===== src/rtl/tucst_pkg.sv =====
package tucst_pkg;

	localparam int MaxUnits = 16;
	localparam int ExtW = 4;

	typedef logic [ExtW-1:0] ext_t;

	typedef enum logic [1:0] {
		K_PICKUP = 2'd0,
		K_HANGUP = 2'd1,
		K_DIAL   = 2'd2,
		K_CHAT   = 2'd3
	} kind_t;

	typedef enum logic [2:0] {
		M_ONHOOK    = 3'd0,
		M_RINGING   = 3'd1,
		M_DIALTONE  = 3'd2,
		M_RINGBACK  = 3'd3,
		M_BUSY      = 3'd4,
		M_CONNECTED = 3'd5,
		M_ERROR     = 3'd6
	} mode_t;

	typedef enum logic [1:0] {
		R_NOTICE = 2'd0,
		R_CHAT   = 2'd1,
		R_REJECT = 2'd2
	} rtype_t;

	typedef enum logic [1:0] {
		B_IDLE,
		B_RDX,
		B_EXEC,
		B_SECOND
	} bstate_t;

	// classified event as it sits in the command queue
	typedef struct packed {
		kind_t kind;
		ext_t  unit;
		ext_t  target;
		logic  known;
		logic  bad;
	} item_t;

	typedef struct packed {
		rtype_t rtype;
		ext_t   dest;
		mode_t  state;
		ext_t   peer;
		logic   err;
		logic   last;
	} result_t;

	typedef struct packed {
		mode_t mode;
		ext_t  peer;
	} entry_t;

	typedef struct packed {
		logic full;
		logic empty;
	} fifo_stat_t;

endpackage


===== src/rtl/tucst_fifo.sv =====
module tucst_fifo #(
	parameter int WIDTH = 8,
	parameter int DEPTH = 2
) (
	input  logic                   clk,
	input  logic                   arst_n,
	input  logic                   push,
	input  logic [WIDTH-1:0]       wdata,
	input  logic                   pop,
	output logic [WIDTH-1:0]       rdata,
	output tucst_pkg::fifo_stat_t  stat
);

	localparam int PW = (DEPTH > 1) ? $clog2(DEPTH) : 1;
	localparam int CW = $clog2(DEPTH + 1);

	logic [WIDTH-1:0] slot_q [DEPTH];
	logic [PW-1:0]    wr_ptr_q, rd_ptr_q;
	logic [CW-1:0]    cnt_q;
	logic             do_push, do_pop;

	assign stat.full  = (cnt_q == CW'(DEPTH));
	assign stat.empty = (cnt_q == '0);
	assign do_push    = push && !stat.full;
	assign do_pop     = pop && !stat.empty;
	assign rdata      = slot_q[rd_ptr_q];

	always_ff @(posedge clk or negedge arst_n) begin
		if (!arst_n) begin
			wr_ptr_q <= '0;
			rd_ptr_q <= '0;
			cnt_q    <= '0;
		end else begin
			if (do_push) begin
				wr_ptr_q <= (wr_ptr_q == PW'(DEPTH - 1)) ? '0 : wr_ptr_q + 1'b1;
			end
			if (do_pop) begin
				rd_ptr_q <= (rd_ptr_q == PW'(DEPTH - 1)) ? '0 : rd_ptr_q + 1'b1;
			end
			if (do_push && !do_pop) begin
				cnt_q <= cnt_q + 1'b1;
			end else if (do_pop && !do_push) begin
				cnt_q <= cnt_q - 1'b1;
			end
		end
	end

	always_ff @(posedge clk) begin
		if (do_push) begin
			slot_q[wr_ptr_q] <= wdata;
		end
	end

endmodule


===== src/rtl/tucst_front.sv =====
module tucst_front #(
	parameter int UNIT_COUNT = 16
) (
	input  logic                  valid,
	input  logic [1:0]            kind,
	input  logic [3:0]            unit,
	input  logic [3:0]            target_unit,
	input  logic                  target_known,
	input  tucst_pkg::fifo_stat_t q_stat,
	output logic                  stall,
	output logic                  push,
	output tucst_pkg::item_t      item
);

	assign stall = q_stat.full;
	assign push  = valid && !q_stat.full;

	// range-check extensions up front so the back end only sees clean indexes
	always_comb begin
		item.kind   = tucst_pkg::kind_t'(kind);
		item.unit   = unit;
		item.target = target_unit;
		item.known  = target_known && (int'(target_unit) < UNIT_COUNT);
		item.bad    = (int'(unit) >= UNIT_COUNT);
	end

endmodule


===== src/rtl/tucst_back.sv =====
module tucst_back #(
	parameter int UNIT_COUNT = 16
) (
	input  logic                  clk,
	input  logic                  arst_n,
	input  tucst_pkg::fifo_stat_t cmd_stat,
	input  tucst_pkg::item_t      cmd_item,
	output logic                  cmd_pop,
	input  tucst_pkg::fifo_stat_t res_stat,
	output logic                  res_push,
	output tucst_pkg::result_t    res
);

	localparam int Depth = (UNIT_COUNT < tucst_pkg::MaxUnits) ? UNIT_COUNT : tucst_pkg::MaxUnits;
	localparam int IW    = $clog2(Depth);

	function automatic logic [IW-1:0] to_idx(tucst_pkg::ext_t e);
		return e[IW-1:0];
	endfunction

	function automatic tucst_pkg::result_t mk(tucst_pkg::rtype_t rt, tucst_pkg::ext_t dest,
			tucst_pkg::mode_t st, tucst_pkg::ext_t peer, logic err);
		tucst_pkg::result_t r;
		r.rtype = rt;
		r.dest  = dest;
		r.state = st;
		r.peer  = peer;
		r.err   = err;
		r.last  = 1'b0;
		return r;
	endfunction

	tucst_pkg::bstate_t state_q, state_d;
	tucst_pkg::item_t   item_q;
	tucst_pkg::entry_t  mem [Depth];
	tucst_pkg::entry_t  rdata_q;
	logic [Depth-1:0]   written_q, link_q;

	tucst_pkg::mode_t   mode_u_q;
	logic               lnk_u_q;
	tucst_pkg::ext_t    peer_u_q;
	tucst_pkg::ext_t    x_q;
	logic [IW-1:0]      ix_q;

	tucst_pkg::result_t r1_q;
	logic               wx_q;
	tucst_pkg::entry_t  wx_entry_q;

	logic [IW-1:0]      iu;
	tucst_pkg::mode_t   mode_u, mode_x;
	tucst_pkg::ext_t    x_sel;
	logic               x_ok;
	logic               lnk_x;

	logic               rd_en;
	logic [IW-1:0]      rd_addr;
	logic               we;
	logic [IW-1:0]      wa;
	tucst_pkg::entry_t  wd;
	logic               commit;

	tucst_pkg::result_t cur, r0, r1;
	logic               two, wu, wx, lu_clr, lu_set, lx_clr, lx_set;
	tucst_pkg::entry_t  wu_entry, wx_entry;

	assign iu     = item_q.bad ? '0 : to_idx(item_q.unit);
	assign mode_u = written_q[iu] ? rdata_q.mode : tucst_pkg::M_ONHOOK;
	assign x_sel  = (item_q.kind == tucst_pkg::K_DIAL) ? item_q.target : rdata_q.peer;
	assign x_ok   = !item_q.bad &&
	                ((item_q.kind == tucst_pkg::K_DIAL) ? item_q.known : link_q[iu]);
	assign mode_x = written_q[ix_q] ? rdata_q.mode : tucst_pkg::M_ONHOOK;
	assign lnk_x  = link_q[ix_q];

	// event decode: valid in B_EXEC, when rdata_q holds the second entry
	always_comb begin
		cur = mk(tucst_pkg::R_NOTICE, item_q.unit, mode_u_q,
			(mode_u_q == tucst_pkg::M_CONNECTED && lnk_u_q) ? peer_u_q : '0, 1'b0);
		r0       = cur;
		r1       = cur;
		two      = 1'b0;
		wu       = 1'b0;
		wx       = 1'b0;
		lu_clr   = 1'b0;
		lu_set   = 1'b0;
		lx_clr   = 1'b0;
		lx_set   = 1'b0;
		wu_entry = '{mode: mode_u_q, peer: peer_u_q};
		wx_entry = '{mode: mode_x, peer: rdata_q.peer};
		if (item_q.bad) begin
			r0 = mk(tucst_pkg::R_REJECT, item_q.unit, tucst_pkg::M_ONHOOK, '0, 1'b1);
		end else begin
			case (item_q.kind)
				tucst_pkg::K_PICKUP: begin
					if (mode_u_q == tucst_pkg::M_ONHOOK) begin
						wu = 1'b1;
						wu_entry.mode = tucst_pkg::M_DIALTONE;
						r0 = mk(tucst_pkg::R_NOTICE, item_q.unit, tucst_pkg::M_DIALTONE, '0, 1'b0);
					end else if (mode_u_q == tucst_pkg::M_RINGING) begin
						wu = 1'b1;
						wu_entry.mode = tucst_pkg::M_CONNECTED;
						if (lnk_u_q) begin
							wx  = 1'b1;
							two = 1'b1;
							wx_entry.mode = tucst_pkg::M_CONNECTED;
							r0 = mk(tucst_pkg::R_NOTICE, item_q.unit, tucst_pkg::M_CONNECTED,
								x_q, 1'b0);
							r1 = mk(tucst_pkg::R_NOTICE, x_q, tucst_pkg::M_CONNECTED,
								item_q.unit, 1'b0);
						end else begin
							r0 = mk(tucst_pkg::R_NOTICE, item_q.unit, tucst_pkg::M_CONNECTED,
								'0, 1'b0);
						end
					end
				end
				tucst_pkg::K_HANGUP: begin
					wu = 1'b1;
					wu_entry.mode = tucst_pkg::M_ONHOOK;
					r0 = mk(tucst_pkg::R_NOTICE, item_q.unit, tucst_pkg::M_ONHOOK, '0, 1'b0);
					if (mode_u_q == tucst_pkg::M_CONNECTED || mode_u_q == tucst_pkg::M_RINGING ||
							mode_u_q == tucst_pkg::M_RINGBACK) begin
						lu_clr = 1'b1;
						if (lnk_u_q) begin
							wx     = 1'b1;
							two    = 1'b1;
							lx_clr = 1'b1;
							// caller hanging up during ring back drops the callee back on hook; else the peer gets dial tone
							wx_entry.mode = (mode_u_q == tucst_pkg::M_RINGBACK) ?
								tucst_pkg::M_ONHOOK : tucst_pkg::M_DIALTONE;
							r1 = mk(tucst_pkg::R_NOTICE, x_q, wx_entry.mode, '0, 1'b0);
						end
					end
				end
				tucst_pkg::K_DIAL: begin
					if (!item_q.known) begin
						if (mode_u_q == tucst_pkg::M_DIALTONE) begin
							wu = 1'b1;
							wu_entry.mode = tucst_pkg::M_ERROR;
							r0 = mk(tucst_pkg::R_NOTICE, item_q.unit, tucst_pkg::M_ERROR, '0, 1'b1);
						end
					end else if (mode_u_q == tucst_pkg::M_DIALTONE) begin
						if (item_q.target == item_q.unit || lnk_x ||
								mode_x != tucst_pkg::M_ONHOOK) begin
							wu = 1'b1;
							wu_entry.mode = tucst_pkg::M_BUSY;
							r0 = mk(tucst_pkg::R_NOTICE, item_q.unit, tucst_pkg::M_BUSY, '0, 1'b0);
						end else begin
							wu     = 1'b1;
							wx     = 1'b1;
							two    = 1'b1;
							lu_set = 1'b1;
							lx_set = 1'b1;
							wu_entry = '{mode: tucst_pkg::M_RINGBACK, peer: item_q.target};
							wx_entry = '{mode: tucst_pkg::M_RINGING, peer: item_q.unit};
							r0 = mk(tucst_pkg::R_NOTICE, item_q.unit, tucst_pkg::M_RINGBACK,
								'0, 1'b0);
							r1 = mk(tucst_pkg::R_NOTICE, item_q.target, tucst_pkg::M_RINGING,
								'0, 1'b0);
						end
					end
				end
				tucst_pkg::K_CHAT: begin
					if (mode_u_q != tucst_pkg::M_CONNECTED) begin
						r0 = mk(tucst_pkg::R_REJECT, item_q.unit, tucst_pkg::M_ONHOOK, '0, 1'b1);
					end else if (lnk_u_q) begin
						two = 1'b1;
						r0  = mk(tucst_pkg::R_CHAT, peer_u_q, tucst_pkg::M_ONHOOK,
							item_q.unit, 1'b0);
						r1  = cur;
					end
				end
				default: begin
					r0 = cur;
				end
			endcase
		end
		r0.last = !two;
		r1.last = 1'b1;
	end

	always_comb begin
		state_d  = state_q;
		cmd_pop  = 1'b0;
		rd_en    = 1'b0;
		rd_addr  = '0;
		we       = 1'b0;
		wa       = iu;
		wd       = wu_entry;
		res_push = 1'b0;
		res      = r0;
		commit   = 1'b0;
		case (state_q)
			tucst_pkg::B_IDLE: begin
				if (!cmd_stat.empty) begin
					cmd_pop = 1'b1;
					rd_en   = 1'b1;
					rd_addr = cmd_item.bad ? '0 : to_idx(cmd_item.unit);
					state_d = tucst_pkg::B_RDX;
				end
			end
			tucst_pkg::B_RDX: begin
				rd_en   = 1'b1;
				rd_addr = x_ok ? to_idx(x_sel) : '0;
				state_d = tucst_pkg::B_EXEC;
			end
			tucst_pkg::B_EXEC: begin
				if (!res_stat.full) begin
					commit   = 1'b1;
					res_push = 1'b1;
					we       = wu;
					state_d  = two ? tucst_pkg::B_SECOND : tucst_pkg::B_IDLE;
				end
			end
			tucst_pkg::B_SECOND: begin
				res = r1_q;
				wa  = ix_q;
				wd  = wx_entry_q;
				if (!res_stat.full) begin
					res_push = 1'b1;
					we       = wx_q;
					state_d  = tucst_pkg::B_IDLE;
				end
			end
			default: begin
				state_d = tucst_pkg::B_IDLE;
			end
		endcase
	end

	always_ff @(posedge clk or negedge arst_n) begin
		if (!arst_n) begin
			state_q   <= tucst_pkg::B_IDLE;
			written_q <= '0;
			link_q    <= '0;
		end else begin
			state_q <= state_d;
			if (we) begin
				written_q[wa] <= 1'b1;
			end
			if (commit) begin
				if (lu_clr) begin
					link_q[iu] <= 1'b0;
				end else if (lu_set) begin
					link_q[iu] <= 1'b1;
				end
				if (lx_clr) begin
					link_q[ix_q] <= 1'b0;
				end else if (lx_set) begin
					link_q[ix_q] <= 1'b1;
				end
			end
		end
	end

	always_ff @(posedge clk) begin
		if (we) begin
			mem[wa] <= wd;
		end
		if (rd_en) begin
			rdata_q <= mem[rd_addr];
		end
		if (cmd_pop) begin
			item_q <= cmd_item;
		end
		if (state_q == tucst_pkg::B_RDX) begin
			mode_u_q <= mode_u;
			lnk_u_q  <= link_q[iu];
			peer_u_q <= rdata_q.peer;
			x_q      <= x_sel;
			ix_q     <= x_ok ? to_idx(x_sel) : '0;
		end
		if (commit) begin
			r1_q       <= r1;
			wx_q       <= wx;
			wx_entry_q <= wx_entry;
		end
	end

	a_link_pair: assert property (@(posedge clk) disable iff (!arst_n)
		(state_q == tucst_pkg::B_EXEC && !item_q.bad && item_q.kind != tucst_pkg::K_DIAL &&
			lnk_u_q) |-> lnk_x)
		else $error("linked unit found with an unlinked peer");

	a_two_results: assert property (@(posedge clk) disable iff (!arst_n)
		(state_q == tucst_pkg::B_EXEC && res_push && !res.last) |=> state_q == tucst_pkg::B_SECOND)
		else $error("first of two results not followed by the second");

	a_last_idle: assert property (@(posedge clk) disable iff (!arst_n)
		(res_push && res.last) |=> state_q == tucst_pkg::B_IDLE)
		else $error("event still active after its final result");

	a_no_write_bad: assert property (@(posedge clk) disable iff (!arst_n)
		we |-> !item_q.bad)
		else $error("table written for an out-of-range unit");

endmodule


===== src/rtl/telephone_unit_call_state_table.sv =====
// The command queue holds events while the back end works on one at a time: B_IDLE pops it and
// reads its own entry, B_RDX the peer or target entry, B_EXEC pushes the first result, B_SECOND
// any second; the single-port unit table takes these two reads and up to two writes per event.
// Reset (arst_n low, asynchronous): all units on hook, all links clear, queues empty.
// Table contents need no clearing pass; per-entry written bits cover them.
module telephone_unit_call_state_table #(
	parameter int UNIT_COUNT = 16
) (
	input  logic       clk,
	input  logic       arst_n,
	input  logic       event_valid,
	output logic       event_stall,
	input  logic [1:0] kind,
	input  logic [3:0] unit,
	input  logic [3:0] target_unit,
	input  logic       target_known,
	output logic       result_valid,
	input  logic       result_stall,
	output logic [1:0] result_type,
	output logic [3:0] dest_unit,
	output logic [2:0] notice_state,
	output logic [3:0] notice_peer,
	output logic       error_flag,
	output logic       last
);

	localparam int ItemW = $bits(tucst_pkg::item_t);
	localparam int ResW  = $bits(tucst_pkg::result_t);

	tucst_pkg::fifo_stat_t cmd_stat, res_stat;
	tucst_pkg::item_t      front_item, cmd_item;
	tucst_pkg::result_t    back_res, out_res;
	logic                  front_push, cmd_pop, res_push, res_pop;
	logic [ItemW-1:0]      cmd_rdata;
	logic [ResW-1:0]       res_rdata;

	tucst_front #(.UNIT_COUNT(UNIT_COUNT)) u_front (
		.valid        (event_valid),
		.kind         (kind),
		.unit         (unit),
		.target_unit  (target_unit),
		.target_known (target_known),
		.q_stat       (cmd_stat),
		.stall        (event_stall),
		.push         (front_push),
		.item         (front_item)
	);

	tucst_fifo #(.WIDTH(ItemW), .DEPTH(2)) u_cmd_q (
		.clk    (clk),
		.arst_n (arst_n),
		.push   (front_push),
		.wdata  (front_item),
		.pop    (cmd_pop),
		.rdata  (cmd_rdata),
		.stat   (cmd_stat)
	);

	assign cmd_item = tucst_pkg::item_t'(cmd_rdata);

	tucst_back #(.UNIT_COUNT(UNIT_COUNT)) u_back (
		.clk      (clk),
		.arst_n   (arst_n),
		.cmd_stat (cmd_stat),
		.cmd_item (cmd_item),
		.cmd_pop  (cmd_pop),
		.res_stat (res_stat),
		.res_push (res_push),
		.res      (back_res)
	);

	tucst_fifo #(.WIDTH(ResW), .DEPTH(2)) u_res_q (
		.clk    (clk),
		.arst_n (arst_n),
		.push   (res_push),
		.wdata  (back_res),
		.pop    (res_pop),
		.rdata  (res_rdata),
		.stat   (res_stat)
	);

	assign out_res      = tucst_pkg::result_t'(res_rdata);
	assign result_valid = !res_stat.empty;
	assign res_pop      = result_valid && !result_stall;
	assign result_type  = out_res.rtype;
	assign dest_unit    = out_res.dest;
	assign notice_state = out_res.state;
	assign notice_peer  = out_res.peer;
	assign error_flag   = out_res.err;
	assign last         = out_res.last;

endmodule


===== config.mk =====
export PLATFORM = sky130hd
export DESIGN_NAME = telephone_unit_call_state_table
export DESIGN_NICKNAME = d
export VERILOG_FILES = /design/src/rtl/tucst_pkg.sv /design/src/rtl/tucst_fifo.sv /design/src/rtl/tucst_front.sv /design/src/rtl/tucst_back.sv /design/src/rtl/telephone_unit_call_state_table.sv
export SDC_FILE = /design/constraint.sdc
export NUM_CORES = 1
export LEC_CHECK = 0
export ABC_AREA = 1
export BUFFER_PORTS_ARGS = -buffer_cell sky130_fd_sc_hd__buf_2
export CORE_ASPECT_RATIO = 0.7
export CORE_MARGIN = 2
export CORE_UTILIZATION = 44
export CTS_CLUSTER_SIZE = 14
export DETAILED_ROUTE_END_ITERATION = 10
export HOLD_SLACK_MARGIN = 0.1
export SLEW_MARGIN = 20
export SYNTH_ARGS = -nofsm -noshare
export SYNTH_HDL_FRONTEND = slang
export SYNTH_SLANG_ARGS = --single-unit

===== constraint.sdc =====
create_clock -name clk -period 2.5 [get_ports clk]
set_input_delay 0.25 -clock clk [delete_from_list [all_inputs] [get_ports clk]]
set_output_delay 0.25 -clock clk [all_outputs]
set_load 0.02 [all_outputs]

Yosys cells after proc, flatten, opt, wreduce, memory -nomap -nowiden. Memory sizes are Yosys's and may differ from the RTL's. A register that Yosys moved wholly into a read port is not among the register bits. Cells that the tools add are included.

Add/sub/neg operators: 8. Multiply operators: 0. Div/mod/pow operators: 0. Magnitude comparators: 6. Eq/ne operators: 17. Shift operators: 0. Muxes and demuxes: 126. Bitwise operators: 7. Reductions and logical operators: 40.

Operators with widths (count): $pmux W15 S4 (2); $mux W13 (9); $mux W16 (5); $mux W9 (6); $mux W7 (7); $or A16 B16 Y16 (3); $mux W1 (45); $mux W15 (3); $mux W4 (11); $mux W3 (11); $and A16 B16 Y16 (2); $not A16 Y16 (2); $mux W2 (9); $pmux W3 S3 (2); $bmux W1 S4 (4); $logic_and A1 B1 Y1 (15); $lt A4 B5 Y1 const B (3); $mux W14 (1); $demux W1 S4 (3); $eq A2 B2 Y1 const B (6); $ge A4 B1 Y1 const B (3); $logic_not A1 Y1 (11); $logic_not A2 Y1 (4); $pmux W2 S4 (1); other kinds (21) (36).

Flip-flop bits (word level): 92. Bits in latches: 0. RAM bits: 164. Bits in read-only memories: 0. Input port bits: 15. Output and inout bits: 17. Logic and storage cells: 234. Memories kept: 3.

Memories: u_back.mem (depth 16, width 7, read ports 1, clocked after memory_dff 1, write ports 1, line tucst_back.sv:35) `tucst_pkg::entry_t mem [Depth];`; u_res_q.slot_q (depth 2, width 15, read ports 1, clocked after memory_dff 0, write ports 1, line tucst_fifo.sv:17) `logic [WIDTH-1:0] slot_q [DEPTH];`; u_cmd_q.slot_q (depth 2, width 11, read ports 1, clocked after memory_dff 0, write ports 1, line tucst_fifo.sv:17).

Depth between registers and ports, before layout.
Word-level depth: 16. Mapped depth: 21. Gate-level depth less buffers: 17.

Modules after synthesis. Synthesis repeated with hierarchy kept, for this count alone.

Cells, all modules: 1431. Area, all modules: 13206.4 µm².

By module, submodules not included: tucst_back (instances 1, cells each 1209, area each 10640.2 µm²); tucst_fifo (u_res_q) (instances 1, cells each 110, area each 1327.5 µm²); tucst_fifo (u_cmd_q) (instances 1, cells each 94, area each 1119.8 µm²); tucst_front (instances 1, cells each 16, area each 111.4 µm²); telephone_unit_call_state_table (instances 1, cells each 2, area each 7.5 µm²).

Least setup slack after synthesis. No wires, ideal clock.

Kind: register -> register. Start: register u_back.state_q[1]. End: register u_back.rdata_q[1] (netlist name). Setup time: 253 ps. Arrival: 2271 ps. Data required time: 2247 ps. Setup slack: -24 ps. Cell stages (with the launch flop): 12. Buffers on the path: 3. Clock period less this slack: 2524 ps. Cell sequence: dfrtp_1 -> buf_2 -> nor2_1 -> nand4_2 -> nand2_1 -> buf_6 -> buf_6 -> nand2_1 -> nand3_1 -> nand3_1 -> nand3_1 -> nand2_1.

Word-level cells in the longest chain between the ends: 2. Elaborated cells between the ends (all ways): 4. Those cells by class: 1 x eq/ne; 2 x mux; 1 x reduce/logical.

Ends and longest elaborated chain: start: declaration (line tucst_back.sv:33) `tucst_pkg::bstate_t state_q, state_d;`; start signal: assignment (line tucst_back.sv:231) `state_q <= tucst_pkg::B_IDLE;`; start signal: assignment (line tucst_back.sv:235) `state_q <= state_d;`; $eq A2 B1 Y1 / $logic_not A2 Y1 (equally long branches) (line tucst_back.sv:191) `case (state_q)`; $pmux W4 S2 / $pmux W1 S2 (equally long branches) (line tucst_back.sv:191).

Parallel ways exist; a longest one is shown, timed or not. A chain may end at the register's enable or synchronous reset.

==> results.rst <==
.. list-table::
   :header-rows: 1

   * - Metric
     - Value
   * - Run status
     - finished with violations
   * - Violated checks
     - negative setup slack
   * - Combinational Power Share
     - 48.1%
   * - Switching portion of total power
     - 41.0%
   * - Count of flip-flops with a built-in enable after synthesis
     - 217
   * - Avg Synthesized Cell Area
     - 9.22 um^2
   * - Final TNS setup
     - -0.168 ns
   * - Most frequently used flop master after synthesis
     - sky130_fd_sc_hd__edfxtp_1
   * - Detailed-route vias per instance
     - 5.33
   * - CP startpoint kind
     - flop
   * - Total number of placement rows
     - 51
   * - Path class of the lowest-slack min-delay path
     - primary input to flop
   * - Portion of total power attributed to the clock network
     - 19.7%
   * - Buffers and inverters on the worst path
     - 4
   * - Number of buffers on the longest clock path
     - 3
   * - Floorplan Core Area
     - 27900 um^2
   * - Post-layout minimum cycle time
     - 2.51 ns
   * - Slowest stage delay, CP
     - ~0.45 ns
   * - Worst max-slew margin expressed relative to the limit
     - a little under a third
   * - Data required time at the worst endpoint
     - 2.80 ns
   * - Filler cell count
     - 2399
   * - Data arrival at the endpoint of the critical path
     - 2.81 ns
   * - Worst slew pin tran
     - 1.04 ns
   * - Final design utilization
     - ~57%
   * - Sequential Power Share
     - 32.2%
   * - Pin count of the biggest net entering global routing
     - 57
   * - Crit path max-delay family
     - simple AND/OR/NAND/NOR gates
   * - Adder-cell share of the synthesized area
     - 0.200%
   * - Die Wd
     - roughly 210 um
   * - Non-Filler Cell Area, Final
     - about 16000 um^2
   * - Final-layout worst hold slack
     - 0.204 ns
   * - Setup Crit Path Kind
     - flop to flop
   * - GRT overflow
     - 0
   * - Routed Wire Length
     - 35.5 mm
   * - Clock transition at path regs
     - 0.07 ns
   * - Sequential fraction of the synthesis area
     - 60.4%
   * - Leading post-synthesis cells by cell area
     - sky130_fd_sc_hd__edfxtp_1, sky130_fd_sc_hd__nand2_1, sky130_fd_sc_hd__dfrtp_1, sky130_fd_sc_hd__nand3_1, sky130_fd_sc_hd__inv_1
   * - Layout overhead on the synthesized area
     - 26.8%
   * - Unrepaired setup endpoints after global routing
     - yes
   * - Final Skew
     - between 0.015 and 0.02 ns
   * - Top cell type's share of synthesized area
     - a little over half
   * - Global placement routability congestion
     - 0.952
   * - Total placed instance area
     - 13900 um^2
   * - Max Fanout on Critical Path
     - 8
   * - Count of unresolved DRC violations after routing
     - 0
   * - Clock Latency Late Sink
     - 0.55 ns
   * - Int Power
     - 0.0130 W
   * - I/O Pins
     - 32
   * - Via count of the first global-routing pass
     - 9424
   * - Sequential cell area
     - 7570 um^2
   * - H-Tree Level Count
     - 1
   * - Layout cell share with drive strength beyond 1
     - 22.2%
   * - Global-route wire length before repair
     - 53.9 mm
   * - Cell count after synthesis
     - 1359
   * - Max-capacitance violation count
     - 0
   * - Synthesized-area fraction occupied by ao, oa, aoi and oai cells
     - 8.76%
   * - Via count of the routed design
     - 10222
   * - Cell breakdown of the critical path
     - buf_4 > xnor2_1 > nand3_1 > o21ai_1 > buf_4 > nor2_2 > nand3_4 > nor2_4 > nand3_4 > nand2_2 > nand3_2 > o21ai_2 > inv_2 > clkbuf_16
   * - Most area-hungry cell type in the Yosys netlist
     - sky130_fd_sc_hd__edfxtp_1
   * - Die Footprint
     - about 30000 um^2
   * - Starting density of the core
     - 44.9%
   * - Number of pins with negative max-slew slack in the final report
     - 0
   * - Total of endpoints with negative setup slack in the final report
     - 28
   * - Number of nets in the layout
     - between 1500 and 2000
   * - Die span in y
     - 145 um
   * - Post-synthesis mux area share
     - 0%
   * - Cell with the biggest individual delay on the critical path
     - sky130_fd_sc_hd__edfxtp_1
   * - Antenna diode instance count
     - 0
   * - Net count of the mapped netlist
     - about 1400
   * - Xor and xnor fraction of the mapped netlist area
     - 0.699%
   * - Synthesized flop and latch total
     - roughly 260
   * - CTS sink count
     - 259
   * - GRT Total Usage
     - 23.4%
   * - Switching power of the nets
     - roughly 0.0090 W
   * - Share of the clock period used by the worst path
     - 100%
   * - Combinational family with the most area after synthesis
     - simple AND/OR/NAND/NOR gates
   * - Asr flop ratio synth
     - 16.2%
   * - Max Clock Freq
     - 398 MHz
   * - WL/cell
     - 18.5 um
   * - Antenna viol nets, final
     - 0
   * - Number of buffers added by the clock tree synthesis step
     - 27
   * - Clock tree from TritonCTS
     - yes
   * - Initial antenna violation count
     - 0
   * - Footprint of the multi-input gates
     - 4380 um^2
   * - Placed wire-length estimate
     - 23.8 mm
   * - Maximum vdd drop
     - 0.537 mV
   * - Synthesized cell area
     - 12500 um^2
   * - Leakage
     - 6.78 nW
   * - Initial drt markers
     - 855
   * - Simple-gate share of the synthesized area
     - 21.7%
   * - Count of distinct cell types in the synthesized netlist
     - slightly above 40
   * - Detailed-router iteration count before antenna repair
     - 8
   * - Root cell of the clock tree
     - sky130_fd_sc_hd__clkbuf_16
   * - Critical Path Sink Type
     - flop
   * - PD cells
     - 1390 nW/um^2
   * - Number of hold violations in the final report
     - 0
   * - # port buffers
     - 31
   * - Final WS setup
     - -0.0117 ns
   * - Synth Warn #
     - 0
[path summary, 6_finish.rpt]
check / from / endpoint / slack (ns) / depth (start not counted)
worst max-delay path: u_back.cur[9] / u_back.mem[14][0] / -0.01 / 14
worst max register to register: u_back.cur[9] / u_back.mem[14][0] / -0.01 / 14
worst min-delay path: event_valid / u_cmd_q.wr_ptr_q / 0.20 / 5
worst min register to register: u_back.written_q[11] / u_back.written_q[11] / 0.49 / 2
min in group asynchronous: arst_n / u_back.link_q[8] / 0.25 / 2
max in group asynchronous: arst_n / u_res_q.rd_ptr_q / 1.85 / 2
[metal layers]
layer / share of wire, % / vias up / global-route usage (%)
met5: 0 / - / 0
met4: 1.7 / 0 / 4.71
met3: 8.8 / 38 / 4.65
met2: 41 / 392 / 32.5
met1: 48 / 4903 / 37.4
li1: - / 4889 / -
[synth_stat cells, types with 7 or more instances]
library cell / n
sky130_fd_sc_hd__nand2_1: 388
sky130_fd_sc_hd__nor3_1: 21
sky130_fd_sc_hd__buf_6: 10
sky130_fd_sc_hd__nor2_1: 94
sky130_fd_sc_hd__a31oi_1: 16
sky130_fd_sc_hd__clkbuf_1: 26
sky130_fd_sc_hd__o31ai_1: 7
sky130_fd_sc_hd__o22ai_1: 47
sky130_fd_sc_hd__dfrtp_1: 42
sky130_fd_sc_hd__inv_2: 11
sky130_fd_sc_hd__edfxtp_1: 217
sky130_fd_sc_hd__o21ai_1: 50
sky130_fd_sc_hd__inv_1: 171
sky130_fd_sc_hd__o21ai_0: 19
sky130_fd_sc_hd__nand3_1: 143
sky130_fd_sc_hd__a21oi_1: 31
sky130_fd_sc_hd__buf_2: 18
[power groups by stage]
stage | sequential (W) | clock [W] | combinational, W
global route | 0.00716 | 0.00460 | 0.0115
floorplan | 0.00689 | 0 | 0.00548
detailed placement | 0.00714 | 0 | 0.00889
finish | 0.00709 | 0.00434 | 0.0106
CTS | 0.00705 | 0.00440 | 0.00954
global placement | 0.00713 | 0 | 0.00880
[stage by stage]
stage | power (W) | cells | worst slack [ns]
6_report | 0.0220 | 1919 | -0.0117
5_1_grt | 0.0232 | 1919 | -0.132
4_1_cts | 0.0210 | 1904 | 0.00000977
3_5_place_dp | 0.0160 | 1822 | -0.259
3_3_place_gp | 0.0159 | 1822 | -0.282
2_1_floorplan | 0.0124 | 1359 | 0.0566
[worst register-to-register path, stage by stage (launching register included)]
cell and delay, ns:
sky130_fd_sc_hd__edfxtp_1 0.45, sky130_fd_sc_hd__buf_4 0.19, sky130_fd_sc_hd__xnor2_1 0.12, sky130_fd_sc_hd__nand3_1 0.09, sky130_fd_sc_hd__o21ai_1 0.09, sky130_fd_sc_hd__buf_4 0.15
sky130_fd_sc_hd__nor2_2 0.14, sky130_fd_sc_hd__nand3_4 0.11, sky130_fd_sc_hd__nor2_4 0.16, sky130_fd_sc_hd__nand3_4 0.17, sky130_fd_sc_hd__nand2_2 0.12, sky130_fd_sc_hd__nand3_2 0.10
sky130_fd_sc_hd__o21ai_2 0.09, sky130_fd_sc_hd__inv_2 0.10, sky130_fd_sc_hd__clkbuf_16 0.18
[flip-flops by register name, indices dropped and copies added, names as in the netlist, 3 cells and up]
register / count
u_back.mem: 112
u_res_q.slot_q: 30
u_cmd_q.slot_q: 22
u_back.link_q: 16
u_back.written_q: 16
u_back.r1_q: 11
u_back.item_q: 7
u_back.rdata_q: 7
u_back.wx_entry_q: 7
u_back.cur: 4
u_back.ix_q: 4
u_back.peer_u_q: 4
u_back.x_q: 4
u_back.mode_u_q: 3
[layout by cell type (no fill, tap or decap), types with 16 or more instances in the layout]
cell	count
sky130_fd_sc_hd__nand2_1	355
sky130_fd_sc_hd__nand3_1	111
sky130_fd_sc_hd__nor2_1	87
sky130_fd_sc_hd__buf_4	121
sky130_fd_sc_hd__clkbuf_16	33
sky130_fd_sc_hd__dfrtp_1	42
sky130_fd_sc_hd__nor3_1	21
sky130_fd_sc_hd__buf_2	30
sky130_fd_sc_hd__o21ai_0	18
sky130_fd_sc_hd__nand2_2	29
sky130_fd_sc_hd__a31oi_1	16
sky130_fd_sc_hd__o22ai_1	45
sky130_fd_sc_hd__edfxtp_1	217
sky130_fd_sc_hd__inv_1	163
sky130_fd_sc_hd__a21oi_1	29
sky130_fd_sc_hd__o21ai_1	45
sky130_fd_sc_hd__nand3_2	29
[area by class of cell]
type	instances	share of cell area, %
sequential	259	47.7
multi-input combinational	856	27.6
timing repair buffer	198	11.2
clock buffer	35	4.76
inverter	184	4.50
tap	371	2.92
clock inverter	15	1.32
timing repair inverter	1	0.0473
[timing repair]
action	in CTS	in global routing
buffers inserted	18	10
gates cloned	2	7
setup endpoints to repair	146	136
pin swaps	19	41
gates resized for setup	50	91
hold buffers	13	0
endpoints found under the hold margin	65	0
[logic make-up after synthesis]
kind of cell / count (synthesis)
adder cells (fa/ha/maj): 2
buffers and inverters: 244
AO/OA/AOI/OAI: 188
AND/OR/NAND/NOR: 656
XOR/XNOR: 10
flip-flops: 259
Power figures use the tool's default switching activity.
